### src/hdl/gnss_binary_frame_parser_unit_defines.svh
// Assertion helpers used by the drain block.
`ifndef GNSS_BINARY_FRAME_PARSER_UNIT_DEFINES_SVH
`define GNSS_BINARY_FRAME_PARSER_UNIT_DEFINES_SVH

// Same-cycle implication, disabled while in reset.
`define GBFP_ASSERT_NOW(label, clk, rst_n, ante, cons) \
  label: assert property (@(posedge clk) disable iff (!rst_n) (ante) |-> (cons)) \
    else $error("gbfp assertion failed");

// Next-cycle implication, disabled while in reset.
`define GBFP_ASSERT_NEXT(label, clk, rst_n, ante, cons) \
  label: assert property (@(posedge clk) disable iff (!rst_n) (ante) |=> (cons)) \
    else $error("gbfp assertion failed");

`endif

### src/hdl/gbfp_pkg.sv
`default_nettype none
package gbfp_pkg;

  localparam int BUFFER_DEPTH_DEF = 64;
  localparam int RESULT_LIMIT     = 64;

  localparam logic [7:0] SYNC_FIRST  = 8'hB5;
  localparam logic [7:0] SYNC_SECOND = 8'h62;
  localparam logic [7:0] NAV_CLASS   = 8'h01;
  localparam logic [7:0] ID_POSITION = 8'h02;
  localparam logic [7:0] ID_VELOCITY = 8'h12;
  localparam logic [7:0] ID_STATUS   = 8'h03;

  localparam logic [6:0] MAX_PAYLOAD_RST = 7'd40;

  // Handoff from the frame parser to the readout once a frame has verified.
  typedef struct packed {
    logic       start;
    logic [7:0] id;
    logic [6:0] len;
    logic       pair;
  } drain_start_t;

endpackage
`default_nettype wire

### src/hdl/gbfp_ram.sv
`default_nettype none
module gbfp_ram #(
  parameter int WIDTH = 8,
  parameter int DEPTH = 64
) (
  input  wire logic                     clk,
  input  wire logic                     wr_en,
  input  wire logic [$clog2(DEPTH)-1:0] wr_addr,
  input  wire logic [WIDTH-1:0]         wr_data,
  input  wire logic [$clog2(DEPTH)-1:0] rd_addr,
  output      logic [WIDTH-1:0]         rd_data_r
);

  logic [WIDTH-1:0] mem [DEPTH];

  always_ff @(posedge clk) begin
    if (wr_en) begin
      mem[wr_addr] <= wr_data;
    end
    rd_data_r <= mem[rd_addr];
  end

endmodule
`default_nettype wire

### src/hdl/gbfp_parser.sv
`default_nettype none
module gbfp_parser
  import gbfp_pkg::*;
#(
  parameter int BUFFER_DEPTH = BUFFER_DEPTH_DEF
) (
  input  wire logic                            clk,
  input  wire logic                            rst_n,
  input  wire logic                            in_fire,
  input  wire logic [7:0]                      rx_byte,
  input  wire logic                            cfg_fire,
  input  wire logic [6:0]                      cfg_max_payload,
  output      logic                            wr_en,
  output      logic [$clog2(BUFFER_DEPTH)-1:0] wr_addr,
  output      logic [7:0]                      wr_data,
  output      drain_start_t                    start
);

  localparam logic [3:0] ST_HUNT    = 4'd0;
  localparam logic [3:0] ST_SYNC2   = 4'd1;
  localparam logic [3:0] ST_CLASS   = 4'd2;
  localparam logic [3:0] ST_ID      = 4'd3;
  localparam logic [3:0] ST_LEN_LO  = 4'd4;
  localparam logic [3:0] ST_LEN_HI  = 4'd5;
  localparam logic [3:0] ST_PAYLOAD = 4'd6;
  localparam logic [3:0] ST_CK_A    = 4'd7;
  localparam logic [3:0] ST_CK_B    = 4'd8;

  localparam int         AW     = $clog2(BUFFER_DEPTH);
  localparam int         CapInt = (BUFFER_DEPTH < RESULT_LIMIT) ? BUFFER_DEPTH : RESULT_LIMIT;
  localparam logic [6:0] LimCap = 7'(CapInt);

  logic [3:0]  state_r, state_nxt;
  logic [7:0]  sum_a_r, sum_a_nxt;
  logic [7:0]  sum_b_r, sum_b_nxt;
  logic [7:0]  frame_id_r, frame_id_nxt;
  logic [7:0]  len_lo_r, len_lo_nxt;
  logic [6:0]  len_r, len_nxt;
  logic [6:0]  fill_r, fill_nxt;
  logic        pos_seen_r, pos_seen_nxt;
  logic        vel_seen_r, vel_seen_nxt;
  logic [6:0]  max_payload_r;
  logic [6:0]  limit;
  logic [15:0] len_full;
  logic [7:0]  acc_a;
  logic [7:0]  acc_b;
  logic        pos_mark;
  logic        vel_mark;
  logic        id_ok;

  assign limit    = (max_payload_r > LimCap) ? LimCap : max_payload_r;
  assign len_full = {rx_byte, len_lo_r};
  assign acc_a    = sum_a_r + rx_byte;
  assign acc_b    = sum_b_r + acc_a;
  assign id_ok    = (frame_id_r == ID_POSITION) || (frame_id_r == ID_VELOCITY) ||
                    (frame_id_r == ID_STATUS);
  assign pos_mark = pos_seen_r || (frame_id_r == ID_POSITION);
  assign vel_mark = vel_seen_r || (frame_id_r == ID_VELOCITY);

  assign wr_data = rx_byte;
  assign wr_addr = AW'(fill_r);

  always_comb begin
    state_nxt    = state_r;
    sum_a_nxt    = sum_a_r;
    sum_b_nxt    = sum_b_r;
    frame_id_nxt = frame_id_r;
    len_lo_nxt   = len_lo_r;
    len_nxt      = len_r;
    fill_nxt     = fill_r;
    pos_seen_nxt = pos_seen_r;
    vel_seen_nxt = vel_seen_r;
    wr_en        = 1'b0;
    start        = '0;
    start.id     = frame_id_r;
    start.len    = len_r;
    if (in_fire) begin
      case (state_r)
        ST_HUNT: begin
          if (rx_byte == SYNC_FIRST) begin
            state_nxt = ST_SYNC2;
          end
        end
        ST_SYNC2: begin
          state_nxt = (rx_byte == SYNC_SECOND) ? ST_CLASS : ST_HUNT;
        end
        ST_CLASS: begin
          sum_a_nxt = rx_byte;
          sum_b_nxt = rx_byte;
          state_nxt = (rx_byte == NAV_CLASS) ? ST_ID : ST_HUNT;
        end
        ST_ID: begin
          sum_a_nxt    = acc_a;
          sum_b_nxt    = acc_b;
          frame_id_nxt = rx_byte;
          state_nxt    = ST_LEN_LO;
        end
        ST_LEN_LO: begin
          sum_a_nxt  = acc_a;
          sum_b_nxt  = acc_b;
          len_lo_nxt = rx_byte;
          fill_nxt   = '0;
          state_nxt  = ST_LEN_HI;
        end
        ST_LEN_HI: begin
          sum_a_nxt = acc_a;
          sum_b_nxt = acc_b;
          fill_nxt  = '0;
          len_nxt   = len_full[6:0];
          // drop oversized frames right away
          if (len_full > {9'd0, limit}) begin
            state_nxt = ST_HUNT;
          end else if (len_full == 16'd0) begin
            state_nxt = ST_CK_A;
          end else begin
            state_nxt = ST_PAYLOAD;
          end
        end
        ST_PAYLOAD: begin
          sum_a_nxt = acc_a;
          sum_b_nxt = acc_b;
          wr_en     = 1'b1;
          fill_nxt  = fill_r + 7'd1;
          if (fill_nxt >= len_r) begin
            state_nxt = ST_CK_A;
          end
        end
        ST_CK_A: begin
          state_nxt = (rx_byte == sum_a_r) ? ST_CK_B : ST_HUNT;
        end
        ST_CK_B: begin
          state_nxt = ST_HUNT;
          if ((rx_byte == sum_b_r) && (len_r != 7'd0) && id_ok) begin
            start.start = 1'b1;
            if (pos_mark && vel_mark) begin
              start.pair   = 1'b1;
              pos_seen_nxt = 1'b0;
              vel_seen_nxt = 1'b0;
            end else begin
              pos_seen_nxt = pos_mark;
              vel_seen_nxt = vel_mark;
            end
          end
        end
        default: begin
          state_nxt = ST_HUNT;
        end
      endcase
    end
  end

  always_ff @(posedge clk) begin
    if (!rst_n) begin
      state_r       <= ST_HUNT;
      pos_seen_r    <= 1'b0;
      vel_seen_r    <= 1'b0;
      max_payload_r <= MAX_PAYLOAD_RST;
      fill_r        <= '0;
    end else begin
      state_r    <= state_nxt;
      pos_seen_r <= pos_seen_nxt;
      vel_seen_r <= vel_seen_nxt;
      fill_r     <= fill_nxt;
      if (cfg_fire) begin
        max_payload_r <= cfg_max_payload;
      end
    end
  end

  always_ff @(posedge clk) begin
    sum_a_r    <= sum_a_nxt;
    sum_b_r    <= sum_b_nxt;
    frame_id_r <= frame_id_nxt;
    len_lo_r   <= len_lo_nxt;
    len_r      <= len_nxt;
  end

endmodule
`default_nettype wire

### src/hdl/gbfp_drain.sv
`default_nettype none
`include "gnss_binary_frame_parser_unit_defines.svh"
module gbfp_drain
  import gbfp_pkg::*;
#(
  parameter int BUFFER_DEPTH = BUFFER_DEPTH_DEF
) (
  input  wire logic                            clk,
  input  wire logic                            rst_n,
  input  wire drain_start_t                    start,
  output      logic                            busy,
  output      logic [$clog2(BUFFER_DEPTH)-1:0] rd_addr,
  input  wire logic [7:0]                      rd_data,
  output      logic                            out_valid,
  input  wire logic                            out_ready,
  output      logic [7:0]                      out_message_id,
  output      logic [5:0]                      out_byte_index,
  output      logic [7:0]                      out_payload_byte,
  output      logic                            out_last,
  output      logic                            out_pair_ready
);

  localparam int AW = $clog2(BUFFER_DEPTH);

  logic       active_r, active_nxt;
  logic [6:0] k_r, k_nxt;
  logic [6:0] len_r;
  logic [7:0] id_r;
  logic       pair_r;
  logic       pend_r;
  logic [5:0] pend_idx_r;
  logic       pend_last_r;
  logic       out_valid_r;
  logic [7:0] out_id_r;
  logic [5:0] out_idx_r;
  logic [7:0] out_byte_r;
  logic       out_last_r;
  logic       out_pair_r;
  logic       out_fire;
  logic       issue;
  logic       k_last;

  assign out_fire = out_valid_r && out_ready;
  // launch a read only when the output register is free by the time data lands
  assign issue    = active_r && !pend_r && (!out_valid_r || out_ready);
  assign k_last   = (k_r + 7'd1) == len_r;
  assign rd_addr  = AW'(k_r);
  assign busy     = active_r || pend_r;

  always_comb begin
    active_nxt = active_r;
    k_nxt      = k_r;
    if (start.start) begin
      active_nxt = 1'b1;
      k_nxt      = '0;
    end else if (issue) begin
      k_nxt = k_r + 7'd1;
      if (k_last) begin
        active_nxt = 1'b0;
      end
    end
  end

  always_ff @(posedge clk) begin
    if (!rst_n) begin
      active_r    <= 1'b0;
      pend_r      <= 1'b0;
      out_valid_r <= 1'b0;
      k_r         <= '0;
    end else begin
      active_r <= active_nxt;
      k_r      <= k_nxt;
      pend_r   <= issue;
      if (pend_r) begin
        out_valid_r <= 1'b1;
      end else if (out_fire) begin
        out_valid_r <= 1'b0;
      end
    end
  end

  always_ff @(posedge clk) begin
    if (start.start) begin
      len_r  <= start.len;
      id_r   <= start.id;
      pair_r <= start.pair;
    end
    if (issue) begin
      pend_idx_r  <= k_r[5:0];
      pend_last_r <= k_last;
    end
    if (pend_r) begin
      out_id_r   <= id_r;
      out_idx_r  <= pend_idx_r;
      out_byte_r <= rd_data;
      out_last_r <= pend_last_r;
      out_pair_r <= pend_last_r && pair_r;
    end
  end

  assign out_valid        = out_valid_r;
  assign out_message_id   = out_id_r;
  assign out_byte_index   = out_idx_r;
  assign out_payload_byte = out_byte_r;
  assign out_last         = out_last_r;
  assign out_pair_ready   = out_pair_r;

  `GBFP_ASSERT_NOW(a_land_into_empty, clk, rst_n, pend_r, !out_valid_r)
  `GBFP_ASSERT_NEXT(a_land_shows, clk, rst_n, pend_r, out_valid_r)
  `GBFP_ASSERT_NOW(a_no_start_busy, clk, rst_n, start.start, !busy)

endmodule
`default_nettype wire

### src/hdl/gnss_binary_frame_parser_unit.sv
// Binary GNSS frame parser: takes one serial byte per word on the in_ channel,
// hunts for B5 62, checks class 01, id, little-endian length and the 8-bit
// Fletcher checksum, and buffers the payload in a one-port-write, one-port-read
// RAM. Header and payload bytes are taken one per cycle while in_ready is high.
// After the second checksum byte of a verified position (02), velocity (12) or
// status (03) frame, the payload is read back from the RAM and delivered as one
// word per byte. A new RAM read is launched only after the previous one has
// landed in the output register and that register is empty or being taken;
// in_ready stays low while the readout is busy. out_last marks the final byte;
// out_pair_ready is set on it when the frame completes a position/velocity
// pair. Frames longer than min(cfg_max_payload, BUFFER_DEPTH, 64) are dropped.
// No clearing pass is needed after reset.
`default_nettype none
module gnss_binary_frame_parser_unit
  import gbfp_pkg::*;
#(
  parameter int BUFFER_DEPTH = BUFFER_DEPTH_DEF
) (
  input  wire logic       clk,
  input  wire logic       rst_n,
  input  wire logic       in_valid,
  output      logic       in_ready,
  input  wire logic [7:0] in_rx_byte,
  input  wire logic       cfg_valid,
  output      logic       cfg_ready,
  input  wire logic [6:0] cfg_max_payload,
  output      logic       out_valid,
  input  wire logic       out_ready,
  output      logic [7:0] out_message_id,
  output      logic [5:0] out_byte_index,
  output      logic [7:0] out_payload_byte,
  output      logic       out_last,
  output      logic       out_pair_ready
);

  localparam int AW = $clog2(BUFFER_DEPTH);

  logic          busy;
  logic          in_fire;
  logic          wr_en;
  logic [AW-1:0] wr_addr;
  logic [7:0]    wr_data;
  logic [AW-1:0] rd_addr;
  logic [7:0]    rd_data;
  drain_start_t  start;

  assign in_ready  = !busy;
  assign in_fire   = in_valid && in_ready;
  assign cfg_ready = 1'b1;

  gbfp_parser #(
    .BUFFER_DEPTH(BUFFER_DEPTH)
  ) u_parser (
    .clk            (clk),
    .rst_n          (rst_n),
    .in_fire        (in_fire),
    .rx_byte        (in_rx_byte),
    .cfg_fire       (cfg_valid && cfg_ready),
    .cfg_max_payload(cfg_max_payload),
    .wr_en          (wr_en),
    .wr_addr        (wr_addr),
    .wr_data        (wr_data),
    .start          (start)
  );

  gbfp_ram #(
    .WIDTH(8),
    .DEPTH(BUFFER_DEPTH)
  ) u_ram (
    .clk      (clk),
    .wr_en    (wr_en),
    .wr_addr  (wr_addr),
    .wr_data  (wr_data),
    .rd_addr  (rd_addr),
    .rd_data_r(rd_data)
  );

  gbfp_drain #(
    .BUFFER_DEPTH(BUFFER_DEPTH)
  ) u_drain (
    .clk             (clk),
    .rst_n           (rst_n),
    .start           (start),
    .busy            (busy),
    .rd_addr         (rd_addr),
    .rd_data         (rd_data),
    .out_valid       (out_valid),
    .out_ready       (out_ready),
    .out_message_id  (out_message_id),
    .out_byte_index  (out_byte_index),
    .out_payload_byte(out_payload_byte),
    .out_last        (out_last),
    .out_pair_ready  (out_pair_ready)
  );

endmodule
`default_nettype wire

### config.mk
export PLATFORM = sky130hd
export DESIGN_NAME = gnss_binary_frame_parser_unit
export DESIGN_NICKNAME = d
export VERILOG_FILES = /design/src/hdl/gbfp_pkg.sv /design/src/hdl/gbfp_ram.sv /design/src/hdl/gbfp_parser.sv /design/src/hdl/gbfp_drain.sv /design/src/hdl/gnss_binary_frame_parser_unit.sv
export VERILOG_INCLUDE_DIRS = /design/src /design/src/hdl
export SDC_FILE = /design/constraint.sdc
export NUM_CORES = 1
export LEC_CHECK = 0
export BUFFER_PORTS_ARGS = -buffer_cell sky130_fd_sc_hd__buf_4
export CAP_MARGIN = 20
export CORE_MARGIN = 5
export CORE_UTILIZATION = 35
export CTS_CLUSTER_DIAMETER = 100
export CTS_CLUSTER_SIZE = 24
export DETAILED_ROUTE_END_ITERATION = 6
export HOLD_SLACK_MARGIN = 0.06
export SYNTH_ARGS = -nofsm -noshare
export SYNTH_HDL_FRONTEND = slang
export SYNTH_SLANG_ARGS = --single-unit
### constraint.sdc
create_clock -name clk -period 3.1 [get_ports clk]
set_input_delay 0.62 -clock clk [delete_from_list [all_inputs] [get_ports clk]]
set_output_delay 0.62 -clock clk [all_outputs]
set_load 0.01 [all_outputs]
Word-level counts from Yosys, hierarchy flattened:

Memory sizes are Yosys's and may differ from the RTL's. A register that Yosys moved wholly into a read port is not among the register bits.
Cells that the tools add are included.

* register bits: 116
* memory bits (writable): 512
* bits of input ports: 20
* output and inout port bits: 27
* memories kept: 1

* add/sub/neg operators: 4
* order comparisons: 3
* equal/unequal tests: 19
* muxes and demuxes: 27
* bitwise gates (word level): 1
* reduce and logical (&&, ||, !) cells: 36

Memories
* u_ram.mem: depth 64, width 8, read ports 1, clocked after memory_dff 1, write ports 1, line gbfp_ram.sv:14 `logic [WIDTH-1:0] mem [DEPTH];`

Operators with widths (number)
* $pmux W4 S8: 1
* $pmux W8 S2: 2
* $add A8 B8 Y8: 2
* $eq A4 B3 Y1 const B: 4
* $eq A8 B2 Y1 const B: 2
* $eq A8 B8 Y1: 2
* $gt A16 B7 Y1: 1
* $logic_not A16 Y1: 1
* $mux W1: 16
* $mux W4: 4
* $add A7 B1 Y7 const B: 2
* $pmux W7 S2: 1
* $reduce_and A2 Y1: 6
* $reduce_bool A2 Y1: 5
* $eq A4 B2 Y1 const B: 2
* $eq A8 B1 Y1 const B: 1
* $eq A8 B5 Y1 const B: 1
* $eq A8 B7 Y1 const B: 1
* $eq A8 B8 Y1 const B: 1
* $logic_and A1 B1 Y1: 8
* $eq A7 B7 Y1: 1
* $ge A7 B7 Y1: 1
* $gt A7 B7 Y1 const B: 1
* $mux W7: 1
* other kinds (12): 23

Depth between registers and ports, before layout:

* word-level depth: 9
* gate-level depth with buffers: 14
* mapped depth without buffers: 14

Modules after synthesis:

From an unflattened synthesis, not the netlist that was laid out.

* cell total of the unflattened synthesis: 1433
* area total of the unflattened synthesis: 25817.3 um^2

Modules (own cells, without submodules)
* gbfp_ram: times used 1, cells an instance 940, area an instance 20166.8 um^2, seq. area each 15534.9 um^2
* gbfp_parser: times used 1, cells an instance 365, area an instance 3580.9 um^2, seq. area each 1571.5 um^2
* gbfp_drain: times used 1, cells an instance 124, area an instance 2048.2 um^2, seq. area each 1611.5 um^2
* gnss_binary_frame_parser_unit: times used 1, cells an instance 4, area an instance 21.3 um^2, seq. area each 0.0 um^2

Worst setup path before layout:

OpenSTA, ideal clock, no wires.

* path kind: input-to-reg
* start: input in_rx_byte[0]
* end: register u_parser.sum_b_r[7], data pin
* data arrival time: 2877 ps
* data required time: 2832 ps
* path slack: -45 ps
* stages: 12
* path through: ha_1 fa_1 a21o_1 a21oi_1 o21ai_0 a21oi_1 xnor2_1 ha_1 o41ai_1 xnor2_1 xnor2_1 o21ai_0

* word-level cells in the longest chain between the ends: 3

Ends and longest elaborated chain
* start: declaration: line gnss_binary_frame_parser_unit.sv:23 `input wire logic [7:0] in_rx_byte,`
* $add A8 B8 Y8: line gbfp_parser.sv:53 `assign acc_a = sum_a_r + rx_byte;`
* $add A8 B8 Y8: line gbfp_parser.sv:54 `assign acc_b = sum_b_r + acc_a;`
* $pmux W8 S2: line gbfp_parser.sv:78 `case (state_r)`
* end signal: assignment: line gbfp_parser.sv:172 `sum_b_r <= sum_b_nxt;`
* end: declaration: line gbfp_parser.sv:35 `logic [7:0] sum_b_r, sum_b_nxt;`

No other way between the ends.
A chain may end at the register's enable or synchronous reset.

Worst setup path in the final report:

* start: register u_parser.sum_a_r[0]
* end: register u_parser.sum_b_r[7], data pin

* word-level cells in the longest chain between the ends: 3

Ends and longest elaborated chain
* start: declaration: line gbfp_parser.sv:34 `logic [7:0] sum_a_r, sum_a_nxt;`
* start signal: assignment: line gbfp_parser.sv:171 `sum_a_r <= sum_a_nxt;`
* $add A8 B8 Y8: line gbfp_parser.sv:53
* $add A8 B8 Y8: line gbfp_parser.sv:54
* $pmux W8 S2: line gbfp_parser.sv:78

No other way between the ends.

==> flow_summary.ini <==
[status]
status = finished, final reports clean

[flow_run]
maxCapViolations = 0

[setup_path]
crit_fanout = 4
worst-setup-path-type = register to register
cp.arrival_ns = 3.32
slowest_delay_ns = 0.38
critical-path-slowest-cell = edfxtp_1
crit_chain = ha_2 -> fa_2 -> a21o_1 -> a21oi_2 -> buf_4 -> xnor2_1 -> ha_1 -> nand3_1 -> o211ai_1 -> o41ai_2 -> xnor2_1 -> xnor2_1 -> o21ai_0
start_kind = register
required_ns = 3.45
end_kind = register
cp_common_cell = xnor2_1

[floorplan]
start_util_pct = 35.41
dieHeight_um = 279.4
die_area_um2 = 78050
io_pins = 47
fp.dieW_um = 279.4
rows = 98
core-area_um2 = 71730

[yosys]
synth_cells = 1310
avgSynthCellArea_um2 = 19.39
async_flop_share_pct = 0
synth-main-ff-cell = edfxtp_1
yosysTopAreaCell = edfxtp_1
yosysUniqueCellTypes = 60
yosys.area.top_type_share_pct = 70.70
synth-edff-count = 598
seq_area_frac_synth_pct = 73.70
netlist_area_um2 = 25400
ys_warn_count = 0
syn_nets = 1362
yosys-top-cells-area = edfxtp_1, mux4_2, dfxtp_1
synth-seq-cells = 636

[clocking]
htreeDepth = 1
postCtsSetupRepairBufs = 0
cts.sinks = 636
numCtsBuffers = 31
clk-insertion-delay-late_ns = 0.62
cts_tree = yes
cts_buffer_depth = 3
root_buffer = clkbuf_16
hold_buffers = 0
clk_pin_slew_ns = 0.09

[timing]
final_max_slew_viol_count = 0
finalCriticalPeriod_ns = 2.972
fin_worst_skew_ns = 0.02477
tightestPinTransition_ns = 0.8471
setup_viol = 0
max_freq_ghz = 0.3365
fin_ws_ns = 0.1282
finalHoldViolations = 0
grt_setup_unrepaired = true
holdWs_ns = 0.2283
period_share_pct = 95.86
slew_headroom_pct = 43.53

[route]
drtIter0Drc = 1047
via_per_inst = 5.100
wire_per_inst_um = 22.75
remaining_drc_errors = 0
wirelength_um = 55420
vias = 12424
ant_nets = 0
drt_pass1_iterations = 5

[global_routing]
grtUsageTotal_pct = 14.01
grt_max_degree = 72
overflow = 0
grt_pass1_wl_um = 84310
first_global_vias = 13008
antenna_found_initial = 2

[pwr]
peakVddDrop_v = 0.0004702
power_mw = 15.65
internal-power_mw = 12.08
leakage_nw = 8.956
p_per_area_nw_per_um2 = 546.0
switching_share_pct = 22.76
power_frac_seq_pct = 61.8
p_sw_mw = 3.562
pwr-share-comb_pct = 9.1
power_frac_clock_pct = 29.1

[finish]
area_growth_pct = 12.83
drive_gt1_share_pct = 26.46
fill_cells = 6409
final_nets = 1512
largest_register_ffs = 512
fin_area_um2 = 28660
regMostFlops = u_ram.mem

[placement]
dp_hpwl_um = 35840
io_buffers = 45
place_congestion = 0.7776
dp_slack_ns = -0.3623
placed_area_um2 = 27720

[hold_path]
min_path_type = input pin to register
## worst paths after layout
| check | startpoint | end | slack (ns) | depth (start not counted) |
|---|---|---|---|---|
| worst min-delay path | cfg_max_payload[5] | u_parser.max_payload_r[5] | 0.23 | 3 |
| worst max register to register | u_parser.sum_a_r[0] | u_parser.sum_b_r[7] | 0.13 | 13 |
| worst min register to register | u_ram.rd_data_r[7] | u_drain.out_payload_byte[7] | 0.41 | 0 |
| worst max-delay path | u_parser.sum_a_r[0] | u_parser.sum_b_r[7] | 0.13 | 13 |
## stage by stage
| step | utilization (%) | cells | TNS (ns) |
|---|---|---|---|
| final | 39.95 | 2436 | 0 |
| after global routing | 39.95 | 2435 | -0.01391 |
| after CTS | 39.94 | 2435 | 0 |
| after detailed placement | 38.65 | 2377 | -0.5555 |
| after global placement | 38.65 | 2377 | -0.3874 |
| after floorplan | - | 1310 | -0.0009903 |
## cell usage in the layout, fill, tap and decap left out, types with 4 or more instances in the layout
master     instances
a211oi_1          10
a21o_1             6
a21oi_1           22
a31oi_1            9
and2_1             4
buf_12             6
buf_4            170
clkbuf_1          22
clkbuf_16         31
dfxtp_1           35
edfxtp_1         598
ha_1              28
inv_1             20
mux2i_1            9
mux4_2           163
nand2_1           63
nand2b_1           6
nand3_1           18
nand3b_1           4
nand4_1            5
nor2_1           108
nor2b_1           13
nor3_1            10
nor4_1             7
o21ai_0           13
or3_1              6
xnor2_1           22
xor2_1            19
## logic make-up after synthesis
group | Yosys count | share of synthesized area (%)
simple gates | 265 | 4.902
fa+ha+maj | 32 | 1.636
mux | 172 | 14.81
other cells | 1 | 0.01476
flops | 636 | 73.70
xor+xnor | 41 | 1.414
compound gates | 83 | 2.108
buf+inv | 80 | 1.419
## Yosys cell counts, types with 8 or more instances
cell	count
dfxtp_1	38
a21oi_1	23
xnor2_1	22
ha_1	30
mux4_2	163
nor2_1	108
nor4_1	8
nor2b_1	13
a211oi_1	10
xor2_1	19
clkbuf_1	31
mux2i_1	9
o21ai_0	13
a31oi_1	9
nand3_1	18
nor3_1	10
buf_2	16
nand2_1	63
edfxtp_1	598
inv_1	20
## routing by layer
layer	wire, um	GRT usage, %	vias to the layer above	share of wire [%]
li1	-	-	5548	-
met1	23850	19.59	6565	43
met2	28080	24.09	255	51
met3	2714	2.092	54	4.9
met4	753	2.019	2	1.4
met5	13	0	-	0.023
## power groups by stage
stage / sequential, mW / combinational, mW / clock (mW)
after floorplan: 9.78 / 0.983 / 0
after global placement: 9.85 / 1.39 / 0
after detailed placement: 9.86 / 1.42 / 0
after CTS: 9.66 / 1.43 / 4.72
after global routing: 9.68 / 1.60 / 5.05
final: 9.66 / 1.42 / 4.56
## critical path, delay by kind of cell (launching register included)
| kind | cells | cell delay (ns) |
|---|---|---|
| XOR/XNOR | 3 | 0.44 |
| adder cells (fa/ha/maj) | 3 | 0.85 |
| AND/OR/NAND/NOR | 1 | 0.09 |
| AO/OA/AOI/OAI | 5 | 0.82 |
| flip-flops | 1 | 0.38 |
| buffers and inverters | 1 | 0.13 |
## area by class of cell
type                       count  area, um2  share of cell area, %
clock inverter                 4      47.55                 0.1659
tap                          950       1189                  4.148
clock buffer                  54      872.1                  3.043
sequential                   636      18730                  65.35
timing repair buffer         176       1396                  4.873
antenna                        1      2.502               0.008732
inverter                      21      78.83                 0.2751
multi-input combinational    594       6345                  22.14
## timing repair
action | 4_1_cts | 5_1_grt
endpoints found under the setup margin | 1 | 1
pin swaps | 4 | 10
resized for setup | 3 | 1
No activity file was read; power rests on OpenSTA's default activity.
